===== src/ytpg_pkg.sv =====
package ytpg_pkg;

    localparam int APB_ADDR_W = 5;
    localparam int APB_DATA_W = 32;

    localparam int RATE_W   = 9;
    localparam int TIME_W   = 16;
    localparam int NOW_W    = 32;
    localparam int YAW_W    = 20;
    localparam int SEG_W    = 3;

    typedef struct packed {
        logic             command;
        logic [NOW_W-1:0] now_ms;
    } t_in_item;

    typedef struct packed {
        logic signed [YAW_W-1:0] yaw_millideg;
        logic [SEG_W-1:0]        segment;
    } t_out_item;

    // register indexes (byte address = 4 * index)
    localparam logic [2:0] CFG_FIRST_STEP_RATE    = 3'd0;
    localparam logic [2:0] CFG_SECOND_STEP_RATE   = 3'd1;
    localparam logic [2:0] CFG_FIRST_SMOOTH_RATE  = 3'd2;
    localparam logic [2:0] CFG_SECOND_SMOOTH_RATE = 3'd3;
    localparam logic [2:0] CFG_HOLD_TIME_MS       = 3'd4;
    localparam logic [2:0] CFG_STEP_PERIOD_MS     = 3'd5;

    localparam logic [RATE_W-1:0] RST_FIRST_STEP_RATE    = 9'd30;
    localparam logic [RATE_W-1:0] RST_SECOND_STEP_RATE   = 9'd90;
    localparam logic [RATE_W-1:0] RST_FIRST_SMOOTH_RATE  = 9'd10;
    localparam logic [RATE_W-1:0] RST_SECOND_SMOOTH_RATE = 9'd45;
    localparam logic [TIME_W-1:0] RST_HOLD_TIME_MS       = 16'd2000;
    localparam logic [TIME_W-1:0] RST_STEP_PERIOD_MS     = 16'd1000;

    localparam logic [SEG_W-1:0] SEG_HOLD    = 3'd0;
    localparam logic [SEG_W-1:0] SEG_STEP1   = 3'd1;
    localparam logic [SEG_W-1:0] SEG_STEP2   = 3'd2;
    localparam logic [SEG_W-1:0] SEG_SMOOTH1 = 3'd3;
    localparam logic [SEG_W-1:0] SEG_SMOOTH2 = 3'd4;

    localparam logic [RATE_W-1:0] FULL_TURN_DEG  = 9'd360;
    localparam logic [20:0]       FULL_TURN_MDEG = 21'd360000;
    localparam logic [20:0]       TWO_TURN_MDEG  = 21'd720000;
    localparam logic [15:0]       MDEG_PER_DEG   = 16'd1000;
    // dividends for the span divisions, pre-aligned to the divider's top bit
    localparam logic [31:0] TWO_TURN_DEG_ALIGNED  = 32'd720 << 22;
    localparam logic [31:0] TWO_TURN_MDEG_ALIGNED = 32'd720000 << 12;

    typedef enum logic [4:0] {
        S_IDLE,
        S_DIV,
        S_Q1,
        S_Q2,
        S_M1,
        S_M2,
        S_P1,
        S_P2,
        S_CYC,
        S_SEG1,
        S_SEG2,
        S_SEG3,
        S_SEG4,
        S_K,
        S_K2,
        S_K3,
        S_SM,
        S_DONE
    } t_state;

endpackage


===== src/yaw_test_profile_generator.sv =====
// Channel   | Handshake                  | Payload
// request   | i_in_valid / o_in_ready    | i_in_data  (ytpg_pkg::t_in_item)
// result    | o_out_valid / i_out_ready  | o_out_data (ytpg_pkg::t_out_item)
// config    | psel penable pwrite pready | paddr pwdata prdata (APB, 6 registers)
//
// Restart requests and ticks still inside the hold skip the divider.
// Other ticks make five passes through one shared radix-2 divider (10 + 10 + 20 +
// 20 + 32 steps), a sixth of 26 steps in step segments, plus multiply and compare steps.
// o_in_ready is high only while the sequencer is idle; one finished result may
// wait in the output register while the next request is taken.
// Synchronous active-low reset restores register defaults and clears the start latch.
module yaw_test_profile_generator (
    input  logic                                i_clk,
    input  logic                                i_rst_n,
    input  logic                                i_in_valid,
    output logic                                o_in_ready,
    input  ytpg_pkg::t_in_item                  i_in_data,
    output logic                                o_out_valid,
    input  logic                                i_out_ready,
    output ytpg_pkg::t_out_item                 o_out_data,
    input  logic                                psel,
    input  logic                                penable,
    input  logic                                pwrite,
    input  logic [ytpg_pkg::APB_ADDR_W-1:0]     paddr,
    input  logic [ytpg_pkg::APB_DATA_W-1:0]     pwdata,
    output logic [ytpg_pkg::APB_DATA_W-1:0]     prdata,
    output logic                                pready
);

    function automatic logic [8:0] f_clamp(input logic [8:0] r);
        if (r == 9'd0) begin
            return 9'd1;
        end else if (r > ytpg_pkg::FULL_TURN_DEG) begin
            return ytpg_pkg::FULL_TURN_DEG;
        end
        return r;
    endfunction

    // configuration registers
    logic [8:0]  r_fst_rate, r_snd_rate, r_fsm_rate, r_ssm_rate;
    logic [15:0] r_hold, r_period;
    logic [2:0]  cfg_idx;
    logic        cfg_wr;

    // sequencer and datapath
    ytpg_pkg::t_state r_state, n_state, r_ret, n_ret;
    logic [31:0] r_rem, n_rem, r_quo, n_quo, r_dvs, n_dvs;
    logic [5:0]  r_cnt, n_cnt;
    logic [47:0] r_prod;
    logic [31:0] mul_a;
    logic [15:0] mul_b;
    logic [9:0]  r_q1, n_q1, r_q2, n_q2, r_q, n_q;
    logic [19:0] r_sm1, n_sm1, r_sm2, n_sm2;
    logic [25:0] r_sp1, n_sp1, r_sp2, n_sp2;
    logic [26:0] r_cyc, n_cyc, r_ph, n_ph;
    logic [31:0] r_x, n_x;
    logic [8:0]  r_rate, n_rate;
    logic        r_neg, n_neg;
    logic [19:0] r_yaw, n_yaw;
    logic [2:0]  r_seg, n_seg;
    logic        r_started, n_started;
    logic [31:0] r_start, n_start;
    logic        r_out_valid, n_out_valid;
    ytpg_pkg::t_out_item r_out, n_out;

    logic        in_acc;
    logic [31:0] elapsed;
    logic [15:0] period;
    logic [8:0]  rs1, rs2, rm1, rm2;
    logic [32:0] div_shift;
    logic        div_fit;
    logic [26:0] ph_mod;
    logic [10:0] k_ext, per_ext, mult;
    logic [20:0] v_ext;

    assign pready  = 1'b1;
    assign cfg_idx = paddr[4:2];
    assign cfg_wr  = psel && penable && pwrite && pready;

    always_ff @(posedge i_clk) begin
        if (!i_rst_n) begin
            r_fst_rate <= ytpg_pkg::RST_FIRST_STEP_RATE;
            r_snd_rate <= ytpg_pkg::RST_SECOND_STEP_RATE;
            r_fsm_rate <= ytpg_pkg::RST_FIRST_SMOOTH_RATE;
            r_ssm_rate <= ytpg_pkg::RST_SECOND_SMOOTH_RATE;
            r_hold     <= ytpg_pkg::RST_HOLD_TIME_MS;
            r_period   <= ytpg_pkg::RST_STEP_PERIOD_MS;
        end else if (cfg_wr) begin
            unique case (cfg_idx)
                ytpg_pkg::CFG_FIRST_STEP_RATE:    r_fst_rate <= pwdata[8:0];
                ytpg_pkg::CFG_SECOND_STEP_RATE:   r_snd_rate <= pwdata[8:0];
                ytpg_pkg::CFG_FIRST_SMOOTH_RATE:  r_fsm_rate <= pwdata[8:0];
                ytpg_pkg::CFG_SECOND_SMOOTH_RATE: r_ssm_rate <= pwdata[8:0];
                ytpg_pkg::CFG_HOLD_TIME_MS:       r_hold     <= pwdata[15:0];
                ytpg_pkg::CFG_STEP_PERIOD_MS:     r_period   <= pwdata[15:0];
                default: ;
            endcase
        end
    end

    always_comb begin
        unique case (cfg_idx)
            ytpg_pkg::CFG_FIRST_STEP_RATE:    prdata = {23'd0, r_fst_rate};
            ytpg_pkg::CFG_SECOND_STEP_RATE:   prdata = {23'd0, r_snd_rate};
            ytpg_pkg::CFG_FIRST_SMOOTH_RATE:  prdata = {23'd0, r_fsm_rate};
            ytpg_pkg::CFG_SECOND_SMOOTH_RATE: prdata = {23'd0, r_ssm_rate};
            ytpg_pkg::CFG_HOLD_TIME_MS:       prdata = {16'd0, r_hold};
            ytpg_pkg::CFG_STEP_PERIOD_MS:     prdata = {16'd0, r_period};
            default:                          prdata = '0;
        endcase
    end

    assign rs1    = f_clamp(r_fst_rate);
    assign rs2    = f_clamp(r_snd_rate);
    assign rm1    = f_clamp(r_fsm_rate);
    assign rm2    = f_clamp(r_ssm_rate);
    assign period = (r_period == 16'd0) ? 16'd1 : r_period;

    assign o_in_ready  = (r_state == ytpg_pkg::S_IDLE);
    assign in_acc      = i_in_valid && o_in_ready;
    assign o_out_valid = r_out_valid;
    assign o_out_data  = r_out;

    assign elapsed   = i_in_data.now_ms - (r_started ? r_start : i_in_data.now_ms);
    assign div_shift = {r_rem, r_quo[31]};
    assign div_fit   = (div_shift >= {1'b0, r_dvs});
    assign ph_mod    = r_rem[26:0];
    assign k_ext     = {1'b0, r_quo[9:0]};
    assign per_ext   = {2'b00, r_q[9:1]};
    assign v_ext     = {1'b0, r_prod[19:0]};

    always_comb begin
        n_state     = r_state;
        n_ret       = r_ret;
        n_rem       = r_rem;
        n_quo       = r_quo;
        n_dvs       = r_dvs;
        n_cnt       = r_cnt;
        n_q1        = r_q1;
        n_q2        = r_q2;
        n_q         = r_q;
        n_sm1       = r_sm1;
        n_sm2       = r_sm2;
        n_sp1       = r_sp1;
        n_sp2       = r_sp2;
        n_cyc       = r_cyc;
        n_ph        = r_ph;
        n_x         = r_x;
        n_rate      = r_rate;
        n_neg       = r_neg;
        n_yaw       = r_yaw;
        n_seg       = r_seg;
        n_started   = r_started;
        n_start     = r_start;
        n_out       = r_out;
        n_out_valid = r_out_valid && !i_out_ready;
        mul_a       = '0;
        mul_b       = '0;
        mult        = '0;

        unique case (r_state)
            ytpg_pkg::S_IDLE: begin
                if (in_acc) begin
                    if (i_in_data.command) begin
                        n_started = 1'b0;
                        n_start   = '0;
                        n_yaw     = '0;
                        n_seg     = ytpg_pkg::SEG_HOLD;
                        n_state   = ytpg_pkg::S_DONE;
                    end else begin
                        n_started = 1'b1;
                        if (!r_started) begin
                            n_start = i_in_data.now_ms;
                        end
                        n_x = elapsed - {16'd0, r_hold};
                        if (elapsed < {16'd0, r_hold}) begin
                            n_yaw   = '0;
                            n_seg   = ytpg_pkg::SEG_HOLD;
                            n_state = ytpg_pkg::S_DONE;
                        end else begin
                            n_rem   = '0;
                            n_quo   = ytpg_pkg::TWO_TURN_DEG_ALIGNED;
                            n_dvs   = {23'd0, rs1};
                            n_cnt   = 6'd10;
                            n_ret   = ytpg_pkg::S_Q1;
                            n_state = ytpg_pkg::S_DIV;
                        end
                    end
                end
            end
            ytpg_pkg::S_DIV: begin
                // one quotient bit per cycle, restoring
                n_quo = {r_quo[30:0], div_fit};
                n_rem = div_fit ? 32'(div_shift - {1'b0, r_dvs}) : div_shift[31:0];
                n_cnt = r_cnt - 6'd1;
                if (r_cnt == 6'd1) begin
                    n_state = r_ret;
                end
            end
            ytpg_pkg::S_Q1: begin
                n_q1    = r_quo[9:0];
                n_rem   = '0;
                n_quo   = ytpg_pkg::TWO_TURN_DEG_ALIGNED;
                n_dvs   = {23'd0, rs2};
                n_cnt   = 6'd10;
                n_ret   = ytpg_pkg::S_Q2;
                n_state = ytpg_pkg::S_DIV;
            end
            ytpg_pkg::S_Q2: begin
                n_q2    = r_quo[9:0];
                n_rem   = '0;
                n_quo   = ytpg_pkg::TWO_TURN_MDEG_ALIGNED;
                n_dvs   = {23'd0, rm1};
                n_cnt   = 6'd20;
                n_ret   = ytpg_pkg::S_M1;
                n_state = ytpg_pkg::S_DIV;
            end
            ytpg_pkg::S_M1: begin
                n_sm1   = r_quo[19:0];
                n_rem   = '0;
                n_quo   = ytpg_pkg::TWO_TURN_MDEG_ALIGNED;
                n_dvs   = {23'd0, rm2};
                n_cnt   = 6'd20;
                n_ret   = ytpg_pkg::S_M2;
                n_state = ytpg_pkg::S_DIV;
            end
            ytpg_pkg::S_M2: begin
                n_sm2   = r_quo[19:0];
                mul_a   = {22'd0, r_q1};
                mul_b   = period;
                n_state = ytpg_pkg::S_P1;
            end
            ytpg_pkg::S_P1: begin
                n_sp1   = r_prod[25:0];
                mul_a   = {22'd0, r_q2};
                mul_b   = period;
                n_state = ytpg_pkg::S_P2;
            end
            ytpg_pkg::S_P2: begin
                n_sp2   = r_prod[25:0];
                n_cyc   = {1'b0, r_sp1} + {1'b0, r_prod[25:0]};
                n_state = ytpg_pkg::S_CYC;
            end
            ytpg_pkg::S_CYC: begin
                // full cycle length is the divisor of the phase reduction
                n_rem   = '0;
                n_quo   = r_x;
                n_dvs   = {5'd0, r_cyc} + {12'd0, r_sm1} + {12'd0, r_sm2};
                n_cnt   = 6'd32;
                n_ret   = ytpg_pkg::S_SEG1;
                n_state = ytpg_pkg::S_DIV;
            end
            ytpg_pkg::S_SEG1: begin
                if (ph_mod < {1'b0, r_sp1}) begin
                    n_seg   = ytpg_pkg::SEG_STEP1;
                    n_rate  = rs1;
                    n_q     = r_q1;
                    n_rem   = '0;
                    n_quo   = {ph_mod[25:0], 6'd0};
                    n_dvs   = {16'd0, period};
                    n_cnt   = 6'd26;
                    n_ret   = ytpg_pkg::S_K;
                    n_state = ytpg_pkg::S_DIV;
                end else begin
                    n_ph    = ph_mod - {1'b0, r_sp1};
                    n_state = ytpg_pkg::S_SEG2;
                end
            end
            ytpg_pkg::S_SEG2: begin
                if (r_ph < {1'b0, r_sp2}) begin
                    n_seg   = ytpg_pkg::SEG_STEP2;
                    n_rate  = rs2;
                    n_q     = r_q2;
                    n_rem   = '0;
                    n_quo   = {r_ph[25:0], 6'd0};
                    n_dvs   = {16'd0, period};
                    n_cnt   = 6'd26;
                    n_ret   = ytpg_pkg::S_K;
                    n_state = ytpg_pkg::S_DIV;
                end else begin
                    n_ph    = r_ph - {1'b0, r_sp2};
                    n_state = ytpg_pkg::S_SEG3;
                end
            end
            ytpg_pkg::S_SEG3: begin
                if (r_ph < {7'd0, r_sm1}) begin
                    n_seg   = ytpg_pkg::SEG_SMOOTH1;
                    mul_a   = {5'd0, r_ph};
                    mul_b   = {7'd0, rm1};
                    n_state = ytpg_pkg::S_SM;
                end else begin
                    n_ph    = r_ph - {7'd0, r_sm1};
                    n_state = ytpg_pkg::S_SEG4;
                end
            end
            ytpg_pkg::S_SEG4: begin
                n_seg   = ytpg_pkg::SEG_SMOOTH2;
                mul_a   = {5'd0, r_ph};
                mul_b   = {7'd0, rm2};
                n_state = ytpg_pkg::S_SM;
            end
            ytpg_pkg::S_K: begin
                // rising half while the step index is below one full turn
                if (k_ext < per_ext) begin
                    mult  = k_ext + 11'd1;
                    n_neg = 1'b0;
                end else begin
                    mult  = k_ext - per_ext + 11'd1;
                    n_neg = 1'b1;
                end
                mul_a   = {21'd0, mult};
                mul_b   = {7'd0, r_rate};
                n_state = ytpg_pkg::S_K2;
            end
            ytpg_pkg::S_K2: begin
                mul_a   = r_prod[31:0];
                mul_b   = ytpg_pkg::MDEG_PER_DEG;
                n_state = ytpg_pkg::S_K3;
            end
            ytpg_pkg::S_K3: begin
                n_yaw   = r_neg ? 20'(ytpg_pkg::FULL_TURN_MDEG - v_ext) : r_prod[19:0];
                n_state = ytpg_pkg::S_DONE;
            end
            ytpg_pkg::S_SM: begin
                n_yaw   = (v_ext < ytpg_pkg::FULL_TURN_MDEG) ? r_prod[19:0]
                        : 20'(ytpg_pkg::TWO_TURN_MDEG - v_ext);
                n_state = ytpg_pkg::S_DONE;
            end
            ytpg_pkg::S_DONE: begin
                // hold the result until the output register frees up
                if (!r_out_valid || i_out_ready) begin
                    n_out.yaw_millideg = r_yaw;
                    n_out.segment      = r_seg;
                    n_out_valid        = 1'b1;
                    n_state            = ytpg_pkg::S_IDLE;
                end
            end
            default: n_state = ytpg_pkg::S_IDLE;
        endcase
    end

    always_ff @(posedge i_clk) begin
        if (!i_rst_n) begin
            r_state     <= ytpg_pkg::S_IDLE;
            r_ret       <= ytpg_pkg::S_IDLE;
            r_cnt       <= '0;
            r_started   <= 1'b0;
            r_start     <= '0;
            r_out_valid <= 1'b0;
        end else begin
            r_state     <= n_state;
            r_ret       <= n_ret;
            r_cnt       <= n_cnt;
            r_started   <= n_started;
            r_start     <= n_start;
            r_out_valid <= n_out_valid;
        end
    end

    always_ff @(posedge i_clk) begin
        r_rem  <= n_rem;
        r_quo  <= n_quo;
        r_dvs  <= n_dvs;
        r_prod <= mul_a * mul_b;
        r_q1   <= n_q1;
        r_q2   <= n_q2;
        r_q    <= n_q;
        r_sm1  <= n_sm1;
        r_sm2  <= n_sm2;
        r_sp1  <= n_sp1;
        r_sp2  <= n_sp2;
        r_cyc  <= n_cyc;
        r_ph   <= n_ph;
        r_x    <= n_x;
        r_rate <= n_rate;
        r_neg  <= n_neg;
        r_yaw  <= n_yaw;
        r_seg  <= n_seg;
        r_out  <= n_out;
    end

`ifndef NO_ASSERTIONS
    a_restart_clears: assert property (@(posedge i_clk) disable iff (!i_rst_n)
        (in_acc && i_in_data.command) |=> (!r_started && r_start == 32'd0))
        else $error("restart did not clear the start latch");

    a_hold_zero: assert property (@(posedge i_clk) disable iff (!i_rst_n)
        (o_out_valid && o_out_data.segment == ytpg_pkg::SEG_HOLD)
            |-> (o_out_data.yaw_millideg == 20'sd0))
        else $error("hold result with nonzero yaw");

    a_smooth_nonneg: assert property (@(posedge i_clk) disable iff (!i_rst_n)
        (o_out_valid && (o_out_data.segment == ytpg_pkg::SEG_SMOOTH1
                      || o_out_data.segment == ytpg_pkg::SEG_SMOOTH2))
            |-> !o_out_data.yaw_millideg[19])
        else $error("smooth segment gave negative yaw");

    a_div_count: assert property (@(posedge i_clk) disable iff (!i_rst_n)
        (r_state == ytpg_pkg::S_DIV) |-> (r_cnt != 6'd0))
        else $error("divider running with zero step count");
`endif

endmodule

===== config.mk =====
export PLATFORM = sky130hd
export DESIGN_NAME = yaw_test_profile_generator
export DESIGN_NICKNAME = d
export VERILOG_FILES = /design/src/ytpg_pkg.sv /design/src/yaw_test_profile_generator.sv
export SDC_FILE = /design/constraint.sdc
export NUM_CORES = 2
export LEC_CHECK = 0
export BUFFER_PORTS_ARGS = -buffer_cell sky130_fd_sc_hd__buf_2
export CAP_MARGIN = 5
export CORE_ASPECT_RATIO = 0.6
export CORE_MARGIN = 1
export CORE_UTILIZATION = 40
export CTS_CLUSTER_SIZE = 8
export DETAILED_ROUTE_END_ITERATION = 10
export PLACE_DENSITY = 0.53
export SYNTH_ARGS = -nofsm -noshare
export SYNTH_HDL_FRONTEND = slang
export SYNTH_SLANG_ARGS = --single-unit

===== constraint.sdc =====
create_clock -name i_clk -period 12.8 [get_ports i_clk]
set_input_delay 1.28 -clock i_clk [delete_from_list [all_inputs] [get_ports i_clk]]
set_output_delay 1.28 -clock i_clk [all_outputs]
set_load 0.01 [all_outputs]

==> flow_results.org <==
** Floorplan
- Starting utilization of the core area :: 40.38%
- In this run the standard cell core region covers ~100,000 sq um.
- Y dimension of the die :: approximately 250 um
- The floorplan has 90 rows.
- The floorplan step defined a die boundary enclosing about 100,000 sq um.
- Number of I/O pins :: about 140
- Width of the chip :: about 410 um

** Placed design
- During placement, the flow inserted port buffers numbering a little under 100.
- Once placement completed, the tool counted placed cells totaling ~5,800.
- After legalization and detailed placement, the total HPWL measured approximately 110 mm.
- Routability-driven placement finished with a final weighted congestion of a little over 0.9.

** CTS
- Clock-pin slew was measured on the worst setup and hold paths at 0.06 ns.
- Setup fix buffers added after clock tree synthesis :: 0
- TritonCTS buffer count :: 73
- Clock latency reported for the late side of the worst-skew pair :: between 0.6 and 0.7 ns
- Number of buffers added to fix hold violations after cts :: 0
- No sink is reached through more buffers than the 3 on the longest clock path.
- Clock net sink count :: 498
- TritonCTS built the clock tree.
- PostCTS Resize Cnt :: 0
- Clk root buf :: clkbuf_16
- The clock tree synthesis step divided the H-tree into 3 levels.

** STA
- The number of endpoints with negative hold slack in the final report came to 0.
- At the pin with the least slew margin, the transition time is between 1 and 1.5 ns.
- Setup violations remaining at the end of the flow were counted as 0.
- Dividing the final minimum period by the clock period gives between 80% and 90%.
- Normalized max-slew margin :: about 15%
- Minimum clock period after layout :: between 10 and 15 ns
- Hold is met by around 0.42 ns.
- Clk_skew :: between 0.03 and 0.04 ns
- The max-slew violation count is 0.
- Setup repair after global routing left no endpoint under its margin.
- Total negative slack :: 0 ns
- For this run, the top clock speed supported by timing is between 0.09 and 0.1 GHz.

** Synth
- In the post-synthesis netlist, the cell with the most instances is nand2_1.
- Most frequently used flop master after synthesis :: edfxtp_1
- Post-Syn Area per Cell :: ~9.3 sq um
- Seq cells post-synth :: approximately 500
- Ranked by total cell area, the synthesized netlist is headed by edfxtp_1, fa_1, ha_1.
- Number of instances in the synthesized netlist :: between 4,000 and 5,000
- Summed over all instances, the cell type with the most area after synthesis is edfxtp_1.
- Counting flops with a built-in enable in the synthesized netlist gives 355.
- In the synthesized netlist, the cells that appear most often are nand2_1, inv_1, nor2_1, edfxtp_1, a21oi_1.
- Number of distinct library cell variants in the gate-level netlist after synthesis :: 90
- In this run the cell area of the synthesized design comes to roughly 41,000 sq um.
- The top cell type by area accounts for 26.25% of the synthesized area.
- YS warnings :: 0
- In the synthesized netlist the async set-or-reset flop fraction comes to 0%.
- Sequential share of the synthesized area :: between 30% and 40%

** Setup path
- The most critical setup path has its startpoint at r_ph[1].
- Setup crit end :: r_prod[25]
- Setup slack on the worst reg-to-reg path comes out at roughly 2.4 ns.
- STA puts the critical path data required time at roughly 13 ns.
- CP most frequent cell :: fa_1
- Critical path data arrival time :: between 10 and 15 ns
- The number of cells on the worst reg-to-reg path is 37.
- Category of the most critical setup path :: reg -> reg
- In this run the critical register-to-register path is launched from r_ph[1].
- CP max FO :: 27
- Among all stages on the critical path, the largest delay is contributed by fa_1.
- The worst setup path is captured at a flop.
- The largest single stage delay on the critical path is ~0.57 ns.
- STA classifies the critical path startpoint as a flop.
- Reg-to-reg endpoint :: r_prod[25]

** Global route
- Entering global routing, the biggest net connects 66 pins.
- GRT Overall Usage :: 26.55%
- Total grt overflow :: 0
- The number of global-route vias before repair was between 30,000 and 40,000.
- The initial antenna violation count was 10.
- The first global-routing pass estimated just over 200 mm of wire.

** Detailed routing
- Detail-routed net length per standard cell :: approximately 23 um
- The final route contains ~33,000 vias.
- Routed wire length :: 137.5 mm
- Number of search-and-repair iterations in the first detailed-routing pass :: 6
- Via density :: between 5 and 6
- The first routing iteration left ~4,000 violations.
- Antenna-violating nets left :: 0
- In the routed design, unresolved DRC markers number 0.

** Power and ir drop
- After layout, the design draws a total of 5.185 mW.
- For this design the static power due to leakage is approximately 19 nW.
- VDD sags by at most around 110 uV.
- Total power per unit cell area :: approximately 120 nW/um^2

** Final layout
- For this run, the post-layout net count is ~5,100.
- Share of layout cells above drive strength 1 :: between 7 and 8%
- Area grow syn2layout :: 10.93%
- Excluding fillers, the count of instances in the completed layout stands at about 6,000.

** Outcome
- Result of the run :: completed

** Worst hold path
- The path class of the tightest hold or removal check is reg -> reg.

** Job
- Number of maximum-capacitance constraint violations :: 0
## layout by cell type, fill, tap and decap left out, drive strengths merged, types with 27 or more instances in the layout
master	count
ha	277
nand3	93
a22oi	42
or3	29
a211oi	28
nor3	90
o21a	36
and2	37
nor2	368
clkbuf	114
mux2i	109
fa	252
dfxtp	143
edfxtp	355
buf	185
and3	33
xor2	90
xnor2	147
o21ai	179
a31oi	36
a21o	85
a21oi	280
nand2b	53
inv	453
o21bai	27
nor2b	88
o22ai	27
conb	32
nand2	520
a21boi	45
## critical path: cells and delay by family, from the launching register on
family	cells	cell delay, ns
adder cells (fa/ha/maj)	8	3.69
AND/OR/NAND/NOR	8	1.38
AO/OA/AOI/OAI	12	3.25
XOR/XNOR	1	0.13
buffers and inverters	8	1.26
flip-flops	1	0.52
## per-stage QoR
| stage | setup slack (ns) | instance area [sq um] | utilization [%] |
|---|---|---|---|
| after floorplan | 4.145 | 40720 | - |
| after global placement | 2.633 | 42940 | 42.70 |
| after detailed placement | 2.616 | 42940 | 42.70 |
| after CTS | 2.549 | 45040 | 44.79 |
| after global routing | 1.931 | 45040 | 44.79 |
| final | 2.443 | 45050 | 44.80 |
## routing by layer
metal	vias up	wire length (um)	part of all wire, %	track usage, %
li1	15490	-	-	-
met1	16300	71930	52	45.47
met2	1395	49350	36	32.28
met3	140	13820	10	5.987
met4	0	2358	1.7	4.924
met5	-	0	0	0
## sequential cells by signal, indices dropped and copies added (netlist names), 26 cells and up
name,count
r_x,32
r_sp2,26
r_rem,32
r_cyc,27
r_start,32
r_ph,27
r_prod,26
r_dvs,28
r_sp1,26
r_quo,32
## worst min path at each step
stage | startpoint | end | slack (ns) | cells after the start
3_5_place_dp | r_yaw[0] | o_out_data[3] | 0.41 | 0
4_1_cts | r_yaw[16] | o_out_data[19] | 0.42 | 0
6_report | r_yaw[0] | o_out_data[3] | 0.42 | 0
3_3_place_gp | r_yaw[3] | o_out_data[6] | 0.40 | 0
2_1_floorplan | r_seg[0] | o_out_data[0] | 0.40 | 0
5_1_grt | r_yaw[0] | o_out_data[3] | 0.43 | 0
## report_power, final
group,total (mW),switching [mW],internal (mW)
Combinational,1.27,0.754,0.512
Clock,1.86,0.783,1.08
Sequential,2.05,0.143,1.91
## cell families after synthesis
| family | synth area share (%) |
|---|---|
| simple gates | 15.78 |
| compound gates | 15.91 |
| xor+xnor | 5.222 |
| flops | 33.30 |
| mux | 2.825 |
| fa+ha+maj | 20.96 |
| buf+inv | 5.986 |
| other cells | 0.01849 |
## cell type report
class / count / area [sq um]
diodes: 2 / 5.005
clock buffers: 114 / 1981
clock inverters: 8 / 122.6
fillers: 9752 / 55510
inverters: 450 / 1689
multi-input cells: 3292 / 24920
flip-flops and latches: 498 / 13520
well taps: 1334 / 1669
repair buffers: 185 / 1144
(Power assumes the default switching activity.)
